## config.mk

```make
export PLATFORM = sky130hd
export DESIGN_NAME = gstc_mac
export DESIGN_NICKNAME = d
export VERILOG_FILES = /design/src/rtl/gstc_pkg.sv /design/src/rtl/gstc_mac.sv
export SDC_FILE = /design/constraint.sdc
export NUM_CORES = 2
export LEC_CHECK = 0
export BUFFER_PORTS_ARGS = -buffer_cell sky130_fd_sc_hd__buf_2
export CAP_MARGIN = 10
export CELL_PAD_IN_SITES_DETAIL_PLACEMENT = 1
export CELL_PAD_IN_SITES_GLOBAL_PLACEMENT = 1
export CORE_MARGIN = 3
export CORE_UTILIZATION = 53
export DETAILED_ROUTE_END_ITERATION = 7
export PLACE_DENSITY = 0.86
export SLEW_MARGIN = 5
export SYNTH_ARGS = -nofsm -noshare
export SYNTH_HDL_FRONTEND = slang
export SYNTH_SLANG_ARGS = --single-unit
export TNS_END_PERCENT = 100
```

## constraint.sdc

```tcl
create_clock -name aclk -period 22 [get_ports aclk]
set_input_delay 1.1 -clock aclk [delete_from_list [all_inputs] [get_ports aclk]]
set_output_delay 1.1 -clock aclk [all_outputs]
set_load 0.05 [all_outputs]
```

## src/rtl/gstc_pkg.sv

```systemverilog
// Shared types and constants for the graph edge table / spanning tree counter.
// No dependencies; imported by gstc_mac, graph_edge_table_spanning_tree_count and the testbench.
package gstc_pkg;

    localparam int VAL_W    = 64;
    localparam int PROD_W   = 2 * VAL_W;
    localparam int HALF_W   = VAL_W / 2;
    localparam int ANSWER_W = 27;
    localparam int DIV_CW   = $clog2(VAL_W);

    localparam logic [ANSWER_W-1:0] ANSWER_MAX = {ANSWER_W{1'b1}};
    localparam logic [VAL_W-1:0]    PROD_LIMIT = 64'h4000_0000_0000_0000;

    localparam logic [2:0] KIND_ADD_EDGE   = 3'd0;
    localparam logic [2:0] KIND_CLEAR      = 3'd1;
    localparam logic [2:0] KIND_SET_COUNT  = 3'd2;
    localparam logic [2:0] KIND_COMPLETE   = 3'd3;
    localparam logic [2:0] KIND_DEGREE     = 3'd4;
    localparam logic [2:0] KIND_ADJACENCY  = 3'd5;
    localparam logic [2:0] KIND_TREE_COUNT = 3'd6;

    localparam logic [2:0] STATUS_OK        = 3'd0;
    localparam logic [2:0] STATUS_BAD_PAIR  = 3'd1;
    localparam logic [2:0] STATUS_DUPLICATE = 3'd2;
    localparam logic [2:0] STATUS_BAD_INDEX = 3'd3;
    localparam logic [2:0] STATUS_NO_EDGES  = 3'd4;

    typedef enum logic [4:0] {
        ST_IDLE,
        ST_DISPATCH,
        ST_EDGE_A,
        ST_EDGE_B,
        ST_CPL,
        ST_DEG,
        ST_ADJ,
        ST_SCAN,
        ST_SCAN_END,
        ST_BUILD,
        ST_K_START,
        ST_K_PIV,
        ST_K_SRCH,
        ST_SW_RDK,
        ST_SW_RDR,
        ST_SW_WRK,
        ST_SW_WRR,
        ST_ROW_START,
        ST_ROW_AIK,
        ST_EL_KJ,
        ST_EL_IJ,
        ST_EL_WAIT,
        ST_FINISH
    } state_t;

    typedef enum logic [2:0] {
        MAC_IDLE,
        MAC_MUL,
        MAC_FIX,
        MAC_SUB,
        MAC_DIV,
        MAC_DONE
    } mac_state_t;

    typedef struct packed {
        logic done;
        logic ovf;
    } mac_status_t;

endpackage

```

## src/rtl/gstc_mac.sv

```systemverilog
// Multi-cycle fraction-free update unit: (x*y - u*w) / d with overflow flag.
// Shared 32x32 multiplier over four partial products, bit-serial divider.
// Depends on gstc_pkg.
module gstc_mac (
    input  logic                            aclk,
    input  logic                            aresetn,
    input  logic                            start,
    input  logic signed [gstc_pkg::VAL_W-1:0] op_x,
    input  logic signed [gstc_pkg::VAL_W-1:0] op_y,
    input  logic signed [gstc_pkg::VAL_W-1:0] op_u,
    input  logic signed [gstc_pkg::VAL_W-1:0] op_w,
    input  logic signed [gstc_pkg::VAL_W-1:0] op_d,
    output logic signed [gstc_pkg::VAL_W-1:0] result,
    output gstc_pkg::mac_status_t           status
);
    import gstc_pkg::*;

    mac_state_t               state_reg, state_next;
    logic                     pair_reg, pair_next;
    logic [1:0]               pp_cnt_reg, pp_cnt_next;
    logic [PROD_W-1:0]        acc_reg, acc_next;
    logic [VAL_W-1:0]         ma1_reg, ma1_next;
    logic [VAL_W-1:0]         mb_reg, mb_next;
    logic                     zero_reg, zero_next;
    logic                     sgn_reg, sgn_next;
    logic                     ovf_reg, ovf_next;
    logic signed [VAL_W-1:0]  p_reg, p_next;
    logic signed [VAL_W-1:0]  q_reg, q_next;
    logic [VAL_W-1:0]         num_reg, num_next;
    logic [VAL_W-1:0]         den_reg, den_next;
    logic [VAL_W:0]           rem_reg, rem_next;
    logic                     qneg_reg, qneg_next;
    logic [DIV_CW-1:0]        cnt_reg, cnt_next;

    logic [HALF_W-1:0]        pa, pb;
    logic [VAL_W-1:0]         pp;
    logic [PROD_W-1:0]        pp_shift;
    logic [VAL_W-1:0]         mag;
    logic signed [VAL_W-1:0]  prod;
    logic signed [VAL_W-1:0]  diff;
    logic [VAL_W:0]           rem_shift;
    logic                     ovf_now;
    logic [VAL_W-1:0]         abs_a, abs_b;

    function automatic logic [VAL_W-1:0] mag_of(input logic signed [VAL_W-1:0] v);
        mag_of = v[VAL_W-1] ? VAL_W'(-v) : VAL_W'(v);
    endfunction

    assign result = qneg_reg ? -$signed(num_reg) : $signed(num_reg);

    always_ff @(posedge aclk) begin
        if (!aresetn) begin
            state_reg <= MAC_IDLE;
        end else begin
            state_reg <= state_next;
        end
        pair_reg   <= pair_next;
        pp_cnt_reg <= pp_cnt_next;
        acc_reg    <= acc_next;
        ma1_reg    <= ma1_next;
        mb_reg     <= mb_next;
        zero_reg   <= zero_next;
        sgn_reg    <= sgn_next;
        ovf_reg    <= ovf_next;
        p_reg      <= p_next;
        q_reg      <= q_next;
        num_reg    <= num_next;
        den_reg    <= den_next;
        rem_reg    <= rem_next;
        qneg_reg   <= qneg_next;
        cnt_reg    <= cnt_next;
    end

    always_comb begin
        state_next  = state_reg;
        pair_next   = pair_reg;
        pp_cnt_next = pp_cnt_reg;
        acc_next    = acc_reg;
        ma1_next    = ma1_reg;
        mb_next     = mb_reg;
        zero_next   = zero_reg;
        sgn_next    = sgn_reg;
        ovf_next    = ovf_reg;
        p_next      = p_reg;
        q_next      = q_reg;
        num_next    = num_reg;
        den_next    = den_reg;
        rem_next    = rem_reg;
        qneg_next   = qneg_reg;
        cnt_next    = cnt_reg;
        status      = '0;

        pa = pp_cnt_reg[1] ? ma1_reg[VAL_W-1:HALF_W] : ma1_reg[HALF_W-1:0];
        pb = pp_cnt_reg[0] ? mb_reg[VAL_W-1:HALF_W]  : mb_reg[HALF_W-1:0];
        pp = VAL_W'(pa) * VAL_W'(pb);
        case (pp_cnt_reg)
            2'd0:    pp_shift = PROD_W'(pp);
            2'd3:    pp_shift = PROD_W'(pp) << VAL_W;
            default: pp_shift = PROD_W'(pp) << HALF_W;
        endcase

        // (|a|+1)*|b| above the limit marks overflow; |a*b| is that minus |b|
        ovf_now = !zero_reg && (acc_reg > PROD_W'(PROD_LIMIT));
        mag     = acc_reg[VAL_W-1:0] - mb_reg;
        if (zero_reg) begin
            prod = '0;
        end else begin
            prod = sgn_reg ? -$signed(mag) : $signed(mag);
        end
        diff = p_reg - q_reg;
        rem_shift = {rem_reg[VAL_W-1:0], num_reg[VAL_W-1]};

        abs_a = mag_of(pair_reg ? op_u : op_x);
        abs_b = mag_of(pair_reg ? op_w : op_y);

        case (state_reg)
            MAC_IDLE: begin
                if (start) begin
                    pair_next   = 1'b0;
                    ovf_next    = 1'b0;
                    abs_a       = mag_of(op_x);
                    abs_b       = mag_of(op_y);
                    ma1_next    = abs_a + VAL_W'(1);
                    mb_next     = abs_b;
                    zero_next   = (abs_a == '0) || (abs_b == '0);
                    sgn_next    = op_x[VAL_W-1] ^ op_y[VAL_W-1];
                    acc_next    = '0;
                    pp_cnt_next = '0;
                    state_next  = MAC_MUL;
                end
            end
            MAC_MUL: begin
                acc_next    = acc_reg + pp_shift;
                pp_cnt_next = pp_cnt_reg + 2'd1;
                if (pp_cnt_reg == 2'd3) begin
                    state_next = MAC_FIX;
                end
            end
            MAC_FIX: begin
                ovf_next = ovf_reg | ovf_now;
                if (!pair_reg) begin
                    p_next      = prod;
                    pair_next   = 1'b1;
                    abs_a       = mag_of(op_u);
                    abs_b       = mag_of(op_w);
                    ma1_next    = abs_a + VAL_W'(1);
                    mb_next     = abs_b;
                    zero_next   = (abs_a == '0) || (abs_b == '0);
                    sgn_next    = op_u[VAL_W-1] ^ op_w[VAL_W-1];
                    acc_next    = '0;
                    pp_cnt_next = '0;
                    state_next  = MAC_MUL;
                end else begin
                    q_next     = prod;
                    state_next = MAC_SUB;
                end
            end
            MAC_SUB: begin
                if (ovf_reg) begin
                    state_next = MAC_DONE;
                end else begin
                    num_next   = mag_of(diff);
                    den_next   = mag_of(op_d);
                    qneg_next  = diff[VAL_W-1] ^ op_d[VAL_W-1];
                    rem_next   = '0;
                    cnt_next   = '0;
                    state_next = MAC_DIV;
                end
            end
            MAC_DIV: begin
                if (rem_shift >= {1'b0, den_reg}) begin
                    rem_next = rem_shift - {1'b0, den_reg};
                    num_next = {num_reg[VAL_W-2:0], 1'b1};
                end else begin
                    rem_next = rem_shift;
                    num_next = {num_reg[VAL_W-2:0], 1'b0};
                end
                cnt_next = cnt_reg + DIV_CW'(1);
                if (cnt_reg == DIV_CW'(VAL_W - 1)) begin
                    state_next = MAC_DONE;
                end
            end
            MAC_DONE: begin
                status.done = 1'b1;
                status.ovf  = ovf_reg;
                state_next  = MAC_IDLE;
            end
            default: begin
                state_next = MAC_IDLE;
            end
        endcase
    end

endmodule

```

==> qor.yml <==
grt_pass1_wl_mm: 586
grt_antenna_before_repair: 45
routed.top_layer: "met5"
synth_top_family_by_area: "adder cells"
cts_htree_levels: 3
synth_nets: 12800
report.final.slew_viol_count: 0
pre_cts_slack_ns: 5.96
end_kind: "flip-flop"
synth_fa_ha_area_share_pct: 27.9
fin_util_pct: 57.6
cpPeakStageDelay_ns: 1.11
hold_class: "reg2reg"
drive_gt1_share_pct: 7.71
largest_reg_flops: 128
cp_max_fo: 65
yosys.area_share.simple_pct: 19.0
num_vias: 87800
mostFrequentLayoutCells: "nor2_1, inv_1, nand2_1"
worstMarginPinSlew_ns: 1.32
fmax_mhz: 59.9
arrival_ns: 17.12
cts_resized: 0
synthDistinctLibCells: 103
ys.warnings.count: 0
drt-initial-drc-count: 8660
post-cts-setup-buffer-count: 0
drc: 0
ant_nets: 0
cp_data_required_time_ns: 22.44
cts_tree: "yes"
clk_pin_slew_ns: 0.07
setup_viol: 0
hold_violations: 0
netlist_area_um2: 91600
rsz0062_at_grt: "no"
worstSetupPathType: "reg2reg"
postCtsHoldBufs: 0
start_util_pct: 53.7
clock_skew_ns: 0.0589
cts_root_buf: "clkbuf_16"
gp_congestion: 1.09
die_w_um: 422
relSlewSlack_pct: 11.5
wl_met3_mm: 40.0
wirelength_met1_mm: 146
synth_compound_gate_area_share_pct: 16.3
grt-ovfl-total: 0
io_buffer_count: 388
drv_cap: 0
crit_top_cell: "fa_1"
vias_per_cell: 6.54
finalSetupTns_ns: 0
grt_start_max_net_pins: 83
worst_setup_path_start_kind: "flip-flop"
cts_made_buffers: 76
dieArea_um2: 178000
syn_to_final_growth_pct: 7.41
wirelength_mm: 395
first_pass_iters: 6
layout_commonest_cell: "nor2_1"
finalCritPeriodShare_pct: 75.8
yosys_register_bits: 592
hpwl_mm: 318
holdWs_ns: 0.599
crit_slowest_cell: "clkinv_1"
grt_pass1_vias: 93300
setup_ws_ns: 5.32
post-route-min-period_ns: 16.68
die-height_um: 422
cts_buffer_depth: 3
synth_ff_type: "edfxtp_1"
muxShareOfSynthArea_pct: 1.82
status: "finished, final reports clean"
grtUsageTotal_pct: 43.4
synth_edf_count: 589
syn_avg_cell_area_um2: 8.35
avgRoutedWirePerCell_um: 29.4
synthXorXnorAreaFrac_pct: 8.28
async_flop_share_pct: 0
core_um2: 171000
synth-seq-area-share_pct: 19.4
cts.sinks: 592
met2_length_mm: 177
synth_cells: 11000
rows: 151
clk-insertion-delay-late_ns: 0.73
io_pins: 389
fin_nets: 12900
==> cell type report <==
class / count / area [um^2]
Antenna cell: 30 / 75.1
Clock buffer: 88 / 2010
Multi-Input combinational cell: 8584 / 67500
Fill cell: 20600 / 72300
Tap cell: 2295 / 2870
Sequential cell: 592 / 17700
Inverter: 1265 / 4750
Clock inverter: 52 / 508
Timing Repair Buffer: 517 / 2910
==> final timing paths <==
kind         cells after the start                         end  slack (ns)                         from
min                              2   rem_reg[60]$_SDFFCE_PN0P_        0.60    rem_reg[59]$_SDFFCE_PN0P_
max reg2reg                     42  acc_reg[127]$_SDFFCE_PN0P_        5.32  pp_cnt_reg[0]$_SDFFCE_PN0P_
max                             42  acc_reg[127]$_SDFFCE_PN0P_        5.32  pp_cnt_reg[0]$_SDFFCE_PN0P_
min reg2reg                      2   rem_reg[60]$_SDFFCE_PN0P_        0.60    rem_reg[59]$_SDFFCE_PN0P_
==> cell families (layout without fill, tap and decap cells) <==
family	Yosys count	in the layout
AND/OR/NAND/NOR	3756	3756
AO/OA/AOI/OAI	2304	2304
multiplexers	161	161
flip-flops	592	592
other	0	30
adder cells (fa/ha/maj)	1499	1499
XOR/XNOR	864	864
buffers and inverters	1788	1922
==> layer usage <==
layer  GRT usage (%)  up-vias
met5               0        -
met4            29.1       28
met3            11.5     1495
met2            68.8     4726
met1            51.9    43900
li1                -    37600
==> stage by stage <==
| step | cell area, um^2 | std cells |
|---|---|---|
| after floorplan | 91600 | 11000 |
| after global placement | 95700 | 13300 |
| after detailed placement | 95700 | 13300 |
| after CTS | 98200 | 13400 |
| after global routing | 98300 | 13400 |
| final | 98300 | 13400 |
==> cells in the mapped netlist (all sizes together), types with 61 or more instances <==
master  number  area [um^2]
inv       1264         4740
nor2      1334         5010
or4         85          646
nor3       202         1030
nand2     1100         4130
xor2       358         3140
and2       110          688
o21ai      554         2770
nor4       117          796
xnor2      505         4420
fa         900        18000
a21o       257         1930
clkbuf     484         1820
nand3      169          846
a31oi       66          413
o31ai      142         1080
o21a        65          488
or3        120          766
nand2b      87          554
o41ai       64          576
a21oi      607         3040
o21bai      71          537
edfxtp     589        17700
a211oi      61          458
nand4      153          957
mux2i      117         1170
ha         599         7490
==> worst max-delay path: cells and delay by family, from the launching register on <==
family / cells / cell delay [ns]
AND/OR/NAND/NOR: 5 / 1.39
flip-flops: 1 / 0.32
multiplexers: 1 / 0.40
buffers and inverters: 7 / 2.40
adder cells (fa/ha/maj): 10 / 4.98
XOR/XNOR: 1 / 0.18
AO/OA/AOI/OAI: 18 / 6.58
Power is not shown: default switching activity piles up to over one toggle a cycle in this logic, so the estimate is an artifact.
